`src/rtl/core/kaf_pkg.sv`:
```
// kaf_pkg: shared types and constants of the angle/bias kalman filter
`default_nettype none
package kaf_pkg;

	// fraction bits of covariance, noise, gain and time step
	localparam int unsigned FRAC = 28;

	// register indexes on the configuration port
	localparam logic [1:0] REG_ANGLE_NOISE = 2'd0;
	localparam logic [1:0] REG_BIAS_NOISE  = 2'd1;
	localparam logic [1:0] REG_MEAS_NOISE  = 2'd2;

	// register reset values
	localparam logic [30:0] ANGLE_NOISE_RST = 31'd268435;
	localparam logic [30:0] BIAS_NOISE_RST  = 31'd805306;
	localparam logic [30:0] MEAS_NOISE_RST  = 31'd8053064;

	// request to the divider
	typedef struct packed {
		logic               start;
		logic signed [31:0] num;
		logic        [31:0] den;
	} kaf_div_req_t;

	// divider status
	typedef struct packed {
		logic busy;
		logic done;
	} kaf_div_stat_t;

	// saturate to the signed 32-bit range
	function automatic logic signed [31:0] sat32(input logic signed [47:0] v);
		logic signed [47:0] hi;
		logic signed [47:0] lo;
		hi = 48'sh0000_7fff_ffff;
		lo = -48'sh0000_8000_0000;
		if (v > hi)
			return 32'sh7fff_ffff;
		else if (v < lo)
			return 32'sh8000_0000;
		else
			return v[31:0];
	endfunction

endpackage
`default_nettype wire

```
`src/rtl/core/kaf_mul.sv`:
```
// kaf_mul: shared signed multiplier with round-to-nearest rescale
`default_nettype none
module kaf_mul (
	input  wire logic               clk,
	input  wire logic signed [33:0] a,
	input  wire logic signed [33:0] b,
	output logic signed [39:0]      r
);
	import kaf_pkg::*;

	logic signed [67:0] prod_q;
	logic signed [67:0] rnd;

	// product register
	always_ff @(posedge clk) begin
		prod_q <= a * b;
	end

	// round half up and drop the fraction bits
	assign rnd = prod_q + (68'sd1 <<< (FRAC - 1));
	assign r   = 40'(rnd >>> FRAC);

endmodule
`default_nettype wire

```
`config.mk`:
```
export PLATFORM = sky130hd
export DESIGN_NAME = kaf_mul
export DESIGN_NICKNAME = d
export VERILOG_FILES = /design/src/rtl/core/kaf_pkg.sv /design/src/rtl/core/kaf_mul.sv
export SDC_FILE = /design/constraint.sdc
export NUM_CORES = 2
export LEC_CHECK = 0
export ABC_AREA = 0
export CAP_MARGIN = 10
export CORE_MARGIN = 3
export CORE_UTILIZATION = 30
export CTS_CLUSTER_SIZE = 30
export DETAILED_ROUTE_END_ITERATION = 16
export DONT_BUFFER_PORTS = 1
export GPL_ROUTABILITY_DRIVEN = 0
export PLACE_DENSITY = 0.52
export SYNTH_ARGS = -nofsm -noshare
export SYNTH_HDL_FRONTEND = slang
export SYNTH_SLANG_ARGS = --single-unit
```
`constraint.sdc`:
```
create_clock -name clk -period 11.1 [get_ports clk]
set_input_delay 0.555 -clock clk [delete_from_list [all_inputs] [get_ports clk]]
set_output_delay 0.555 -clock clk [all_outputs]
set_load 0.05 [all_outputs]
```
* Yosys cells after proc, flatten, opt, wreduce, memory -nomap -nowiden
Index checks and enable logic that the tools add are counted.
Widths: inputs -> output; s select.
** Word-level totals
- Register bits :: 68
- Bits of input ports :: 69
- Output and inout bits :: 40
- Logic and storage cells :: 3
** Cells by class
- $add $sub $neg :: 1
- $mul :: 1
** Operators with widths (number)
- $add 68x29->68 const B :: 1
- $mul 34x34->68 :: 1

* Depth between registers and ports, before layout
- Depth after elaboration :: 1
- Mapped depth :: 30

* Worst setup path after synthesis
OpenSTA, ideal clock, no wires.
- Path kind :: input to register
- Start point :: input port a[33]
- End point :: register prod_q[66]
- Arrival :: 7.787 ns
- Required time :: 11.028 ns
- Path slack :: 3.241 ns
- Stages on the path :: 25
- Buffers on the path :: 1
- Path through :: clkbuf_1 -> nand2_1 -> inv_1 -> fa_1 -> fa_1 -> inv_1 -> fa_1 -> inv_1 -> fa_1 -> inv_1 -> fa_1 -> fa_1 -> fa_1 -> fa_1 -> inv_1 -> ha_1 -> a21o_1 -> a21o_1 -> a21oi_1 -> nand2_1 -> or4_4 -> nand4b_2 -> nand3b_2 -> a21oi_2 -> xnor2_1
** On the way
- Longest elaborated chain between the ends :: 1
** RTL lines
- from (decl) :: RTL line kaf_mul.sv:5 : input wire logic signed [33:0] a,
- $mul 34x34->68 :: RTL line kaf_mul.sv:16 : prod_q <= a * b;
- to (signal assigned) :: RTL line kaf_mul.sv:16
- to (decl) :: RTL line kaf_mul.sv:11 : logic signed [67:0] prod_q;
Every way passes these cells.

* Worst setup path in the final report
- Start point :: input port a[33]
- End point :: register prod_q[60]
Same word-level chain as after synthesis.

==> results.yml <==
floorplan:
  initial_core_util_pct: 30.4
  die_x_um: 383
  rows: 137
  die_h_um: 383
  io_pins: 109
  core_sq_um: 141000
  dieArea_sq_um: 147000
sta:
  timing.final.crit_share_pct: 75.0
  finalCriticalPeriod_ps: 8330
  relSlewSlack_pct: 24.8
  max_freq_mhz: 120
  setup_viol: 0
  rsz0062_at_grt: "false"
  drv_slew: 0
  hold_viol: 0
  tns_ps: 0
  timing_worst_slew_pin_value_ps: 1120
clocking:
  cts_buffer_depth: 2
  cts_buffers: 5
  clockRootBuffer: "clkbuf_16"
  post-cts-setup-buffer-count: 0
  holdBufCountCts: 0
  clock_sinks: 41
  path_clk_slew_ps: 70
  cts_tree: "done"
  cts_max_level: 2
  post_cts_resized: 0
critical_path:
  cp.buffers_inverters: 5
  worstSetupEndpointType: "register"
  cp_top_family: "adder cells"
  crit_arrival_ps: 8520
  cpMostUsedCell: "fa_1"
  worstPathMaxFanout: 34
  start_kind: "input port"
  crit_path_max_incr_delay_ps: 900
  crit_chain: "nand2_1 -> inv_1 -> fa_1 -> fa_1 -> inv_1 -> fa_1 -> inv_1 -> fa_1 -> inv_1 -> fa_1 -> fa_1 -> fa_1 -> fa_1 -> inv_1 -> ha_1 -> nand3_1 -> nor4_1 -> o31ai_2 -> o211ai_2 -> a41o_1 -> xor2_1"
  critPathSlowestCell: "fa_1"
  crit_type: "in2reg"
  crit_required_ps: 11300
global_routing:
  antenna_found_initial: 10
  grt_use_met3_pct: 2.18
  grtUsageMet2_pct: 34.0
  grt_max_degree: 35
  top_usage_layer: "met2"
  grt-ovfl-total: 0
  grtUsageTotal_pct: 18.2
  grt_pass1_vias: 33900
  grt_pass1_wl_mm: 203
  grtUsageMet1_pct: 21.9
synthesis:
  yosysUniqueCellTypes: 70
  syn_inst: 4586
  yosysSeqAreaShare_pct: 1.92
  synth_area_leaders: "fa_1 (58%), inv_1 (11%), and2_1 (8.8%)"
  syn-cell-area_sq_um: 42700
  avgSynthCellArea_sq_um: 9.32
  syn_nets: 6096
  ys_seq_elements: 41
  synth_top_area_share_pct: 58.1
  yosys.area.top_type: "fa_1"
  ys.warnings.count: 0
  synth_edf_count: 0
  ys_async_sr_fraction_pct: 0
  synth_ff_type: "dfxtp_1"
routing:
  avgRoutedWirePerCell_um: 20.3
  drt-initial-drc-count: 1540
  vias: 29300
  routed_wirelength_mm: 128
  vias_per_cell: 4.66
  drcViolationCount: 0
  drtPass1Iterations: 5
  final_antenna_net_count: 0
final_layout:
  design_area_sq_um: 44700
  regMostFlops: "prod_q"
  fillers: 14900
  final_nets: 5922
  largest_reg_flops: 41
  drive_above_1_share_pct: 1.95
  final_common_cell: "inv_1"
  most-common-layout-cells: "inv_1 (1247), fa_1 (1240), and2_1 (602)"
  largest_registers: "prod_q (41)"
  seqCellArea_sq_um: 821
  multi_input_area_sq_um: 36400
  final_cells: 6295
  area_growth_pct: 4.60
placement:
  dp_cells: 6281
  io_buffers: 0
  post_dp_cell_area_sq_um: 44500
  post-dp-hpwl_mm: 99.7
min_path:
  hold_start: "b[1]"
  min_to: "prod_q[34]"
  min_path_cells: 7
  hold_class: "in2reg"
run_status:
  outcome: "complete, no violations"
run:
  maxCapViolations: 0
==> logic make-up (layout without fill, tap and decap cells) <==
logic type / after synthesis / after routing / share of synthesized area (%)
adder cells (fa/ha/maj): 1441 / 1441 / 64.0
AND/OR/NAND/NOR: 1354 / 1354 / 16.3
other: 0 / 6 / 0
buffers and inverters: 1471 / 1298 / 13.0
multiplexers: 1 / 1 / 0.0234
AO/OA/AOI/OAI: 181 / 181 / 2.85
flip-flops: 41 / 41 / 1.92
XOR/XNOR: 97 / 97 / 1.99
==> synth_stat cells (3+ instances only) <==
cell type	n
or2_2	3
o21bai_1	7
xor2_1	26
and4_1	5
a21o_1	31
and3_1	15
clkbuf_1	215
and2_1	602
o21ai_1	8
a21oi_1	57
or3_1	4
fa_1	1240
xnor2_1	71
o21a_1	6
nand2_2	5
buf_2	6
nand3_1	26
a31oi_1	4
dfxtp_1	41
a31o_2	3
nor3_1	12
inv_1	1247
nand2b_1	16
ha_1	201
a21oi_2	3
nand2_1	575
a211oi_1	4
o211ai_1	5
o21ai_0	26
nand4_1	18
nor2b_1	5
nor2_1	50
==> through the flow <==
stage | hold slack [ps] | utilization (%) | setup WS (ps)
6_report | 1400 | 31.8 | 2770
4_1_cts | 1370 | 31.8 | 2800
5_1_grt | 1380 | 31.8 | 2360
3_5_place_dp | 1140 | 31.7 | 2530
2_1_floorplan | 1170 | - | 3240
3_3_place_gp | 1160 | 31.7 | 2540
==> final cells by class <==
| type | instances | area share, % |
|---|---|---|
| multi-input cells | 3074 | 81.4 |
| inverters | 1247 | 10.5 |
| well taps | 1876 | 5.25 |
| flip-flops and latches | 41 | 1.84 |
| repair buffers | 43 | 0.722 |
| clock buffers | 5 | 0.280 |
| clock inverters | 3 | 0.0392 |
| diodes | 6 | 0.0336 |
==> worst max-delay path by stage <==
stage                     startpoint    endpoint  slack, ps  cells after the start
final                          a[33]  prod_q[60]       2770                     21
after global routing            b[7]  prod_q[61]       2360                     22
after CTS                       b[7]  prod_q[61]       2800                     22
after detailed placement        b[7]  prod_q[61]       2530                     22
after global placement          b[7]  prod_q[61]       2540                     22
after floorplan                a[33]  prod_q[66]       3240                     25
==> layer usage <==
| layer | share of wire [%] | routed length [um] | up-vias |
|---|---|---|---|
| li1 | - | - | 12500 |
| met1 | 39 | 49500 | 15800 |
| met2 | 53 | 67400 | 778 |
| met3 | 5.0 | 6360 | 188 |
| met4 | 3.3 | 4270 | 0 |
| met5 | 0 | 0 | - |
Power is not shown: default switching activity piles up to over one toggle a cycle in this logic, so the estimate is an artifact.
