File: config.mk
export PLATFORM = sky130hd
export DESIGN_NAME = kaf_div
export DESIGN_NICKNAME = d
export VERILOG_FILES = /design/src/rtl/core/kaf_pkg.sv /design/src/rtl/core/kaf_div.sv
export SDC_FILE = /design/constraint.sdc
export NUM_CORES = 1
export LEC_CHECK = 0
export BUFFER_PORTS_ARGS = -buffer_cell sky130_fd_sc_hd__buf_2
export CAP_MARGIN = 25
export CORE_UTILIZATION = 35
export DETAILED_ROUTE_END_ITERATION = 8
export GPL_ROUTABILITY_DRIVEN = 0
export HOLD_SLACK_MARGIN = 0.03
export PLACE_DENSITY_LB_ADDON = 0.05
export SLEW_MARGIN = 30
export SYNTH_ARGS = -nofsm -noshare
export SYNTH_HDL_FRONTEND = slang
export SYNTH_SLANG_ARGS = --single-unit
File: constraint.sdc
create_clock -name clk -period 4.3 [get_ports clk]
set_clock_uncertainty 0.15 [all_clocks]
set_input_delay 0.86 -clock clk [delete_from_list [all_inputs] [get_ports clk]]
set_output_delay 0.86 -clock clk [all_outputs]
set_load 0.1 [all_outputs]
File: src/rtl/core/kaf_pkg.sv
// kaf_pkg: shared types and constants of the angle/bias kalman filter
`default_nettype none
package kaf_pkg;

	// fraction bits of covariance, noise, gain and time step
	localparam int unsigned FRAC = 28;

	// register indexes on the configuration port
	localparam logic [1:0] REG_ANGLE_NOISE = 2'd0;
	localparam logic [1:0] REG_BIAS_NOISE  = 2'd1;
	localparam logic [1:0] REG_MEAS_NOISE  = 2'd2;

	// register reset values
	localparam logic [30:0] ANGLE_NOISE_RST = 31'd268435;
	localparam logic [30:0] BIAS_NOISE_RST  = 31'd805306;
	localparam logic [30:0] MEAS_NOISE_RST  = 31'd8053064;

	// request to the divider
	typedef struct packed {
		logic               start;
		logic signed [31:0] num;
		logic        [31:0] den;
	} kaf_div_req_t;

	// divider status
	typedef struct packed {
		logic busy;
		logic done;
	} kaf_div_stat_t;

	// saturate to the signed 32-bit range
	function automatic logic signed [31:0] sat32(input logic signed [47:0] v);
		logic signed [47:0] hi;
		logic signed [47:0] lo;
		hi = 48'sh0000_7fff_ffff;
		lo = -48'sh0000_8000_0000;
		if (v > hi)
			return 32'sh7fff_ffff;
		else if (v < lo)
			return 32'sh8000_0000;
		else
			return v[31:0];
	endfunction

endpackage
`default_nettype wire

File: src/rtl/core/kaf_div.sv
// kaf_div: restoring divider forming a saturated kalman gain
`default_nettype none
module kaf_div (
	input  wire logic               clk,
	input  wire logic               arst_n,
	input  kaf_pkg::kaf_div_req_t   req,
	output kaf_pkg::kaf_div_stat_t  stat,
	output logic signed [30:0]      gain
);
	import kaf_pkg::*;

	logic        [60:0] rem_q;
	logic        [61:0] dsh_q;
	logic        [30:0] quo_q;
	logic        [4:0]  cnt_q;
	logic               neg_q;
	logic               sat_q;
	logic               busy_q;
	logic               done_q;
	logic        [31:0] mag;
	logic        [60:0] dividend;
	logic               fits;

	// magnitude of the numerator and rounded dividend
	always_comb begin
		mag      = req.num[31] ? 32'(-req.num) : 32'(req.num);
		dividend = {1'b0, mag, 28'd0} + 61'(req.den >> 1);
	end

	assign fits = {1'b0, rem_q} >= dsh_q;

	// one quotient bit a cycle
	always_ff @(posedge clk or negedge arst_n) begin
		if (!arst_n) begin
			busy_q <= 1'b0;
			done_q <= 1'b0;
			cnt_q  <= '0;
		end else begin
			done_q <= 1'b0;
			if (req.start && !busy_q) begin
				busy_q <= 1'b1;
				cnt_q  <= 5'd30;
			end else if (busy_q) begin
				if (cnt_q == 5'd0) begin
					busy_q <= 1'b0;
					done_q <= 1'b1;
				end else begin
					cnt_q <= cnt_q - 5'd1;
				end
			end
		end
	end

	// datapath
	always_ff @(posedge clk) begin
		if (req.start && !busy_q) begin
			rem_q <= dividend;
			dsh_q <= {req.den, 30'd0};
			quo_q <= '0;
			neg_q <= req.num[31];
			sat_q <= {2'b00, dividend} >= {req.den, 31'd0};
		end else if (busy_q) begin
			if (fits)
				rem_q <= rem_q - dsh_q[60:0];
			quo_q <= {quo_q[29:0], fits};
			dsh_q <= dsh_q >> 1;
		end
	end

	// clamp to the gain range
	always_comb begin
		if (neg_q)
			gain = (sat_q || quo_q > 31'h4000_0000) ? -31'sh4000_0000 : -$signed(quo_q);
		else
			gain = (sat_q || quo_q > 31'h3fff_ffff) ? 31'sh3fff_ffff : $signed(quo_q);
	end

	assign stat.busy = busy_q;
	assign stat.done = done_q;

endmodule
`default_nettype wire

; Yosys cells after proc, flatten, opt, wreduce, memory -nomap -nowiden
; Index checks and enable logic that the tools add are counted.
[op_classes]
add_sub_neg = 5
n_lt_le_gt_ge = 4
n_eq_ne = 1
muxes = 18
n_reduce_logical = 9
[op_table]
columns = cell, n
row1 = two-way mux 61 bit, 3
row2 = two-way mux 62 bit, 2
row3 = two-way mux 31 bit, 3
row4 = >= comparator 61 x 63 -> 1 bit, 1
row5 = >= comparator 61 x 62 -> 1 bit, 1
row6 = adder 60 x 31 -> 61 bit, 1
row7 = subtractor 61 bit, 1
row8 = two-way mux 32 bit, 1
row9 = negation 32 bit, 1
row10 = "greater-than comparator 31 x 30 -> 1 bit, second input constant", 1
row11 = "greater-than comparator 31 bit, second input constant", 1
row12 = negation 31 bit, 1
row13 = two-way mux 5 bit, 3
row14 = two-way mux 1 bit, 6
row15 = logical NOT 5 bit, 1
row16 = "subtractor 5 x 1 -> 5 bit, second input constant", 1
row17 = AND reduction 2 bit, 2
row18 = nonzero test 2 bit, 2
row19 = logical OR 1 bit, 2
row20 = "inequality test 2 bit, second input constant", 1
row21 = logical AND 1 bit, 1
row22 = logical NOT 1 bit, 1
[totals]
regBits = 163
input_bits = 67
out_inout_bits = 33
wordCells = 46

; Depth between registers and ports, before layout
; Gate-level depths: netlist of the first run.
[logic_depth]
word_depth = 4
ltp_mapped = 23
depth_no_buf = 21

; Worst setup path before layout of the first run
; No wires, ideal clock.
[synth_timing]
path_type = reg-to-output
from = reg quo_q[0]
to = out gain[10]
arrival_time_ps = 5603
t_required_ps = 3290
slack_ps = -2313
path_stages_with_launch = 13
path_buffers = 2
cell_sequence = dfxtp_1 > inv_1 > ha_1 > or3b_2 > nor3_1 > nand3_1 > or3_1 > or3_4 > or4_1 > a211o_1 > buf_6 > buf_2 > o311ai_1
[synth_via]
elab_chain_cells = 4
elab_cells_between_ends = 8
classes_between = 1 x add/sub / 2 x order compare / 3 x mux / 2 x reduce/logical
[synth_lines]
columns = element, line_no
row1 = "start, declared", kaf_div.sv:14  ; logic [30:0] quo_q;
row2 = "start signal, assigned", kaf_div.sv:65  ; quo_q <= {quo_q[29:0], fits};
row3 = greater-than comparator 31 x 30 -> 1 bit / greater-than comparator 31 bit (equally long branches), "kaf_div.sv:75, kaf_div.sv:73"
row4 = logical OR 1 bit (on tied branches), "kaf_div.sv:75, kaf_div.sv:73"
row5 = two-way mux 31 bit (on tied branches), "kaf_div.sv:75, kaf_div.sv:73"
row6 = two-way mux 31 bit *, kaf_div.sv:72  ; if (neg_q)
row7 = "end, declared", kaf_div.sv:8  ; output logic signed [30:0] gain
; Mark *: on every way between the ends. The rest lies on a longest branch, timed or not.

; Worst setup path in the final report of the first run
[layout_timing]
from = reg quo_q[0]
to = out gain[17]
; The elaborated chain is that of the path after synthesis.

==> results.yml, run 1 <==
outcome:
  outcome: "complete, but fails checks"
  failed_checks: "setup timing"
sta:
  grt_setup_unrepaired: "yes"
  hold_slack_ns: 0.0909
  fmax_mhz: 186
  post-route-period-util_pct: 125
  worst_slack_ns: -1.07
  final-max-slew-violation-count: 0
  slew_headroom_pct: 38.9
  finalSetupViolCount: 31
  final-hold-violation-count: 0
  worst_pin_slew_ns: 0.916
  post-route-min-period_ns: 5.37
yosys:
  syn_avg_cell_area_sq_um: 7.91
  syn_area_sq_um: 13700
  synthesis.instances: 1727
  synth_edf_count: 95
  synth_area_leader_cell: "edfxtp_1"
  ys.flop_type: "edfxtp_1"
  yosysTopAreaCellShare_pct: 20.9
  synth_area_leaders: "edfxtp_1 (21%), ha_1 (9.1%), dfxtp_1 (8.9%)"
  ys_seq_area_share_pct: 31.1
  async_reset_ff_share_pct: 4.29
  ys.warnings.count: 0
  ys_ff_latch: 163
  synth.distinct_cells: 86
  syn-num-nets: 1895
cts:
  root_buffer: "clkbuf_16"
  clkSlewWorstSetupHoldPaths_ns: 0.06
  cts_hold_buffers: 0
  htreeDepth: 4
  clk_latency_ns: 0.45
  cts_tree: "done"
  cts_sinks: 163
  cts_buffer_depth: 2
  cts_made_buffers: 17
grt:
  grt_overflow_total: 0
  grt_max_degree: 100
  first_global_vias: 13205
  grtUsageTotal_pct: 23.8
  grt_antenna_before_repair: 2
  grt_first_pass_wirelength_microns: 72900
power_and_ir_drop:
  power.density_nw_per_um2: 835
  p_leak_nw: 7.88
  vdd_drop_max_uv: 710
worst_setup_path:
  path_class: "flip-flop to primary output"
  r2r_slack_ns: 0.16
  cp-end-kind: "primary output"
  r2r_start: "rem_q[23]"
  worst-endpoint-arrival_ns: 4.36
  rr_worst_depth: 14
  reg2reg_to: "rem_q[46]"
  critPathLaunch: "quo_q[0]"
  worstSetupStartpointType: "flip-flop"
  endpoint: "gain[17]"
  path_max_fanout: 9
  critical_path_required_ns: 3.29
drt:
  drt-initial-drc-count: 879
  drc_errors: 0
  vias: 13659
  drt-total-wl_microns: 47200
  antenna_left: 0
  wl_per_cell_microns: 18.6
  dr.pass1.iters: 5
  viasPerCell: 5.39
cells_and_area:
  regArea_sq_um: 4260
  drive_above_1_share_pct: 28.3
  final_nets: 2172
  multiInputGateArea_sq_um: 9640
  fill_cells: 3834
  area_growth_pct: 37.5
  design_area_sq_um: 18800
  stdcell_count: 2535
floorplanning:
  initial_core_util_pct: 35.4
  die_h_microns: 200
  die_x_microns: 200
  die_area_sq_um: 39800
  rows: 72
  ioPinCount: 100
  core_area_sq_um: 38600
place:
  hpwl_microns: 35500
  place_area_sq_um: 17000
  dp_cells: 2450
  io_buffers: 99
min_path:
  hold_path_class: "primary input to async pin"
flow_run:
  cap_viol_max_count: 0
## sequential cells by signal, indices dropped and copies added (netlist names)
name and count:
busy_q 1, done_q 1, rem_q 61, quo_q 31, dsh_q 62, neg_q 1, cnt_q 5, sat_q 1
## metal layers
metal | wire length [microns] | part of all wire, % | global-route usage [%]
met1 | 21700 | 46 | 32.0
met2 | 21800 | 46 | 38.3
met3 | 2330 | 4.9 | 4.03
met4 | 1370 | 2.9 | 8.54
met5 | 0 | 0 | 0
## how the worst min path moves through the flow
stage / to / slack (ns) / startpoint / cells after the start
6_report: done_q / 0.09 / arst_n / 1
3_5_place_dp: dsh_q[24] / 0.29 / dsh_q[25] / 2
2_1_floorplan: dsh_q[10] / 0.28 / dsh_q[11] / 2
4_1_cts: done_q / 0.08 / arst_n / 1
5_1_grt: done_q / 0.09 / arst_n / 1
3_3_place_gp: dsh_q[11] / 0.29 / dsh_q[12] / 2
## timing repair
action / 4_1_cts / 5_1_grt
pin swaps: 40 / 70
gates resized for setup: 69 / 113
setup endpoints to repair: 32 / 33
gates cloned: 5 / 2
setup buffers: 29 / 22
endpoints found under the hold margin: 0 / 0
## critical path: stages, from the launching register on
cell	delay [ns]
dfxtp_2	0.32
buf_6	0.11
inv_4	0.06
ha_4	0.13
or3b_4	0.40
nor3_4	0.24
nand3_2	0.12
or3_4	0.39
or3_4	0.34
or4_4	0.44
a211o_4	0.46
buf_12	0.17
buf_16	0.13
buf_6	0.11
o311ai_4	0.29
buf_12	0.21
## report_power, final
| part | internal (mW) | switching, mW | total [mW] |
|---|---|---|---|
| clock | 0.918 | 0.715 | 1.63 |
| combinational | 4.29 | 6.33 | 10.6 |
| sequential | 3.00 | 0.442 | 3.45 |
## through the flow
step / power [mW] / setup WS (ns) / util, % / TNS [ns]
after global routing: 17.0 / -1.20 / 48.7 / -32.81
final: 15.7 / -1.07 / 48.7 / -28.87
after global placement: 13.7 / -0.724 / 44.0 / -13.97
after CTS: 15.6 / -1.07 / 47.3 / -30.12
after detailed placement: 13.7 / -0.739 / 44.0 / -14.71
after floorplan: 10.7 / -0.619 / - / -14.75
## layout make-up
class                           instances  share of cell area, %
Antenna cell                            1                 0.0133
Clock buffer                           17                   2.26
Clock inverter                         14                  0.952
Inverter                              131                   2.67
Multi-Input combinational cell       1333                   51.3
Sequential cell                       163                   22.7
Tap cell                              518                   3.45
Timing Repair Buffer                  358                   16.7
## cell usage after synthesis, types with 6 or more instances
library cell  instances
nand2_1             244
o21ai_0             146
inv_1               130
a21oi_1             118
ha_1                 99
nor2_1               97
edfxtp_1             95
clkbuf_1             77
dfxtp_1              61
xnor2_1              61
xor2_1               52
a21o_1               46
o31ai_1              45
nand2b_1             43
nand3_1              34
nand4_1              34
nor3_1               33
nor4_1               22
o311ai_1             20
a31oi_1              18
nor2b_1              18
or3_1                17
o21bai_1             14
buf_1                10
o21a_1               10
or2_2                 9
and2_1                8
and4_1                8
o211ai_1              8
o21ai_1               8
o41ai_1               8
or4_1                 8
dfrtp_1               7
a21boi_0              6
## cell usage in the layout, fill, tap and decap left out, types with 7 or more instances in the layout
master / n
o21ai_1: 17
nand3_1: 26
and2_1: 8
nand4_1: 34
clkbuf_16: 19
buf_6: 9
or3_1: 12
ha_1: 95
or4_4: 7
a31oi_1: 17
o21a_1: 10
dfxtp_1: 57
nand2_2: 9
o311ai_4: 19
nor3_1: 26
o31ai_1: 45
nor2b_1: 15
o211ai_1: 8
or2_2: 8
nand2b_1: 41
inv_1: 124
nand2_1: 231
o21bai_1: 14
edfxtp_1: 95
o21ai_0: 118
xor2_1: 46
xnor2_2: 9
nor4_1: 18
nor2_1: 93
a21o_1: 46
a21oi_2: 10
xnor2_1: 52
buf_4: 237
or3_4: 7
o21ai_2: 16
buf_2: 66
buf_12: 38
a21oi_1: 106
## kinds of logic (layout without fill, tap and decap cells)
| kind of cell | Yosys count | count (layout) | share of synthesized area, % |
|---|---|---|---|
| AOI/OAI and AO/OA | 493 | 493 | 22.6 |
| xor gates and xnor gates | 113 | 113 | 7.24 |
| adders and majority gates | 101 | 101 | 9.36 |
| buffers and inverters | 231 | 520 | 6.71 |
| DFF | 163 | 163 | 31.1 |
| muxes | 3 | 3 | 0.229 |
| other | 1 | 2 | 0.0274 |
| and+or+nand+nor | 622 | 622 | 22.7 |
Power figures use the tool's default switching activity.
==> run 2, diff against run 1 <==
- PLACE_DENSITY: default -> 0.61
- PLACE_DENSITY_LB_ADDON: 0.05 -> default
==> results.yml, run 2 (same netlist as run 1, synthesis figures left out) <==
flow_run:
  cap_viol_max_count: 0
place:
  hpwl_microns: 32600
  place_area_sq_um: 17000
  io_buffers: 99
sta:
  post-route-min-period_ns: 5.28
  final-hold-violation-count: 0
  worst_pin_slew_ns: 0.922
  slew_headroom_pct: 36.9
  fmax_mhz: 189
  final-max-slew-violation-count: 0
  worst_slack_ns: -0.984
  grt_setup_unrepaired: "yes"
  finalSetupViolCount: 31
  post-route-period-util_pct: 123
power_and_ir_drop:
  vdd_drop_max_uv: 509
  p_sw_mw: 7.42
  power.density_nw_per_um2: 849
  p_int_mw: 8.01
  p_leak_nw: 7.60
  power_frac_clock_pct: 9.6
  seq_power_share_pct: 22.6
  combinationalPowerShare_pct: 67.8
  switching_share_pct: 48.1
worst_setup_path:
  path_max_fanout: 6
  path_cells: "or4_4, or4_4, or4_4, or3_4, or3_4, or3_4, or3_4, nor3b_4, a21oi_2, nand2_4, buf_12"
  cp-end-kind: "primary output"
  critPathMostFrequentCell: "or3_4"
  worstSetupStartpointType: "flip-flop"
  critical_path_required_ns: 3.29
  path_class: "flip-flop to primary output"
  cpPeakStageDelay_ns: 0.53
  slowest_stage: "or4_4"
  worst-endpoint-arrival_ns: 4.27
cells_and_area:
  final_nets: 2133
  layout_commonest_cell: "nand2_1"
  drive_above_1_share_pct: 25.6
  final_util_pct: 47.1
  largest_reg_flops: 62
  design_area_sq_um: 18200
  area_growth_pct: 33.0
  final_cell_mix: "nand2_1 (236), buf_4 (206), inv_1 (125), o21ai_0 (119), a21oi_1 (107)"
  top_register: "dsh_q"
  reg_top3: "dsh_q: 62 flops, rem_q: 61 flops, quo_q: 31 flops"
  diodes: 0
floorplanning:
  rows: 72
  die_x_microns: 200
  initial_core_util_pct: 35.4
  core_area_sq_um: 38600
  ioPinCount: 100
  die_area_sq_um: 39800
  die_h_microns: 200
drt:
  drt-initial-drc-count: 976
  viasPerCell: 5.46
  drt-total-wl_microns: 43100
  antenna_left: 0
  dr.pass1.iters: 5
  wl_per_cell_microns: 17.3
  drc_errors: 0
  vias: 13628
grt:
  grt_first_pass_wirelength_microns: 67600
  grt_overflow_total: 0
  first_global_vias: 13059
  grt_max_degree: 98
  grtUsageTotal_pct: 21.6
  grt_antenna_before_repair: 0
cts:
  root_buffer: "clkbuf_16"
  htreeDepth: 4
  cts_made_buffers: 17
  cts_tree: "done"
  clk_latency_ns: 0.45
  clkSlewWorstSetupHoldPaths_ns: 0.06
  cts_sinks: 163
  cts_buffer_depth: 2
outcome:
  failed_checks: "setup timing"
  outcome: "complete, but fails checks"
min_path:
  hold_path_class: "primary input to async pin"
-- run 2: cell types whose count changed in the layout (fill, tap and decap cells not counted), moves of 4 or more --
cell | before | now
o21ai_2 | 16 | 8
nand2_1 | 231 | 236
buf_4 | 237 | 206
clkinv_4 | 4 | 0
o21ai_1 | 17 | 25
nand2_2 | 9 | 4
xnor2_2 | 9 | 5
xnor2_1 | 52 | 56
-- run 2: cell type report --
| class | instances | area, sq um |
|---|---|---|
| fillers | 3770 | 20400 |
| flip-flops and latches | 163 | 4260 |
| inverters | 131 | 492 |
| clock buffers | 24 | 503 |
| multi-input cells | 1333 | 9490 |
| clock inverters | 8 | 47.5 |
| well taps | 518 | 648 |
| repair buffers | 319 | 2740 |
-- run 2: power groups by stage --
| stage | Combinational, mW | Clock (mW) | Sequential [mW] |
|---|---|---|---|
| finish | 10.5 | 1.48 | 3.49 |
| CTS | 10.3 | 1.50 | 3.48 |
| global placement | 9.95 | 0 | 3.48 |
| floorplan | 7.28 | 0 | 3.45 |
| global route | 11.5 | 1.56 | 3.58 |
| detailed placement | 10.1 | 0 | 3.50 |
-- run 2: stage by stage --
step                      hold WS [ns]  power (mW)  worst slack [ns]  setup TNS, ns  std cells
final                           0.0965        15.4            -0.984         -25.32       2496
after global routing            0.0922        16.6             -1.06         -29.31       2496
after global placement           0.286        13.4            -0.639         -11.88       2445
after CTS                       0.0909        15.2             -1.02         -26.40       2482
after floorplan                  0.278        10.7            -0.619         -14.75       1727
after detailed placement         0.292        13.6            -0.634         -12.33       2445
-- run 2: repair_timing --
item	4_1_cts	5_1_grt
buffers inserted	5	12
gates resized for setup	58	71
hold buffers	0	0
pin swaps	15	41
cloned	0	2
endpoints found under the setup margin	32	95
-- run 2: path summary, 6_finish.rpt --
| check | start | endpoint | slack [ns] | cells after the start |
|---|---|---|---|---|
| worst min-delay path | arst_n | cnt_q[1] | 0.1 | 1 |
| min in group clk | dsh_q[18] | dsh_q[17] | 0.30 | 2 |
| max in group asynchronous | arst_n | busy_q | 3.73 | 1 |
| worst min register to register | dsh_q[18] | dsh_q[17] | 0.30 | 2 |
| worst max-delay path | quo_q[12] | gain[25] | -0.98 | 11 |
| worst max register to register | rem_q[25] | rem_q[20] | 0.15 | 14 |
-- run 2: critical path, delay by kind of cell, from the launching register on --
| kind | cells | cell delay (ns) |
|---|---|---|
| and+or+nand+nor | 9 | 3.14 |
| AOI/OAI and AO/OA | 1 | 0.18 |
| DFF | 1 | 0.32 |
| buffers and inverters | 1 | 0.20 |
-- run 2: per-layer routing --
layer	vias to the layer above	global-route usage, %	wire length (microns)
met4	0	7.94	1270
met1	6460	28.4	19300
li1	6677	-	-
met2	401	35.0	20000
met3	90	4.15	2530
met5	-	0	0
==> run 3, diff against run 2 <==
- TNS_END_PERCENT: default -> 5
==> results.yml, run 3 (same netlist as run 1, synthesis figures left out) <==
drt:
  wl_per_cell_microns: 17.1
  drc_errors: 0
  viasPerCell: 5.48
  vias: 13522
  drt-total-wl_microns: 42200
  antenna_left: 0
  dr.pass1.iters: 5
  drt-initial-drc-count: 1175
cts:
  cts_sinks: 163
  cts_hold_buffers: 0
  htreeDepth: 4
  cts_tree: "done"
  clkSlewWorstSetupHoldPaths_ns: 0.06
  clk_latency_ns: 0.44
  cts_made_buffers: 17
  root_buffer: "clkbuf_16"
  cts_buffer_depth: 2
cells_and_area:
  layout_commonest_cell: "nand2_1"
  reg_top3: "dsh_q: 62 flops, rem_q: 61 flops, quo_q: 31 flops"
  fill_cells: 3860
  drive_above_1_share_pct: 21.2
  top_register: "dsh_q"
  area_growth_pct: 27.6
  final_cell_mix: "nand2_1 (239), buf_4 (189), o21ai_0 (133), inv_1 (127), a21oi_1 (117)"
  diodes: 0
  final_nets: 2106
  largest_reg_flops: 62
sta:
  hold_slack_ns: 0.103
  slew_headroom_pct: 36.3
  fmax_mhz: 188
  post-route-min-period_ns: 5.32
  worst_pin_slew_ns: 0.932
  final-hold-violation-count: 0
  grt_setup_unrepaired: "yes"
  post-route-period-util_pct: 124
  finalSetupViolCount: 32
  worst_slack_ns: -1.02
  final-max-slew-violation-count: 0
power_and_ir_drop:
  power.density_nw_per_um2: 873
  p_leak_nw: 7.30
  power.total_mw: 15.2
  vdd_drop_max_uv: 472
worst_setup_path:
  worst-endpoint-arrival_ns: 4.31
  path_buf_inv: 1
  critical_path_required_ns: 3.29
  critPathMostFrequentCell: "or3_4"
  path_cells: "or4_4, or4_4, or4_4, or3_4, or3_4, or3_4, or3_4, nor4_2, o21ai_1, o311ai_4, buf_12"
  cpPeakStageDelay_ns: 0.53
  slowest_stage: "or4_4"
  path_class: "flip-flop to primary output"
  worstSetupStartpointType: "flip-flop"
  cp-end-kind: "primary output"
  path_max_fanout: 6
  path_delay_family: "simple AND/OR/NAND/NOR gates"
floorplanning:
  initial_core_util_pct: 35.4
  die_x_microns: 200
  ioPinCount: 100
  core_area_sq_um: 38600
  die_h_microns: 200
  rows: 72
  die_area_sq_um: 39800
outcome:
  failed_checks: "setup timing"
  outcome: "complete, but fails checks"
grt:
  grt_overflow_total: 0
  grt_antenna_before_repair: 0
  first_global_vias: 12942
  grtUsageTotal_pct: 21.4
  grt_first_pass_wirelength_microns: 67500
  grt_max_degree: 72
place:
  pre_cts_slack_ns: -0.571
  hpwl_microns: 32500
  io_buffers: 99
min_path:
  hold_path_class: "primary input to async pin"
flow_run:
  cap_viol_max_count: 0
[run 3: worst register-to-register path: cells and delay by family, from the launching register on]
family                     cells  cell delay (ns)
AOI/OAI and AO/OA              6             1.91
adders and majority gates      1             0.37
buffers and inverters          3             0.53
DFF                            1             0.34
and+or+nand+nor                4             0.52
[run 3: area by class of cell]
class / instances / area [sq um] / area share (%)
multi-input combinational: 1333 / 9040 / 51.8
sequential: 163 / 4260 / 24.4
timing repair buffer: 292 / 2460 / 14.1
tap: 518 / 648 / 3.72
clock buffer: 24 / 494 / 2.83
inverter: 131 / 492 / 2.82
clock inverter: 8 / 50.0 / 0.287
[run 3: per-stage QoR]
step,setup TNS (ns),cells,utilization (%),cell area [sq um]
6_report,-26.03,2469,45.2,17400
5_1_grt,-29.48,2469,45.2,17400
4_1_cts,-27.07,2467,44.9,17300
3_5_place_dp,-12.25,2434,43.4,16700
3_3_place_gp,-11.37,2434,43.4,16700
2_1_floorplan,-31.10,1727,-,14100
[run 3: what timing repair did]
item / in CTS / in global routing
setup endpoints to repair: 57 / 93
pin swaps: 3 / 10
cloned: 0 / 1
buffers inserted: 1 / 1
gates resized for setup: 12 / 31
[run 3: final timing paths]
check | from | end | slack [ns] | cells after the start
max in group asynchronous | arst_n | busy_q | 3.72 | 1
min reg2reg | dsh_q[23] | dsh_q[22] | 0.30 | 2
min | arst_n | cnt_q[1] | 0.10 | 1
max reg2reg | dsh_q[25] | rem_q[44] | 0.18 | 14
max | quo_q[9] | gain[27] | -1.02 | 11
min in group clk | dsh_q[23] | dsh_q[22] | 0.30 | 2
[run 3: power by group]
group,leakage [nW],switching (mW),internal [mW]
clock,0.267,0.651,0.808
combinational,5.44,6.19,4.09
sequential,1.59,0.477,3.01
total,7.30,7.32,7.90
[run 3: per-layer routing]
layer  routed length, microns  share of wire, %  vias to the layer above  track usage (%)
met5                        0                 0                        -                0
met4                      984               2.3                        0             6.73
met3                     2320               5.5                       66             2.73
met2                    19700                47                      422             35.2
met1                    19200                45                     6411             29.1
li1                         -                 -                     6623                -
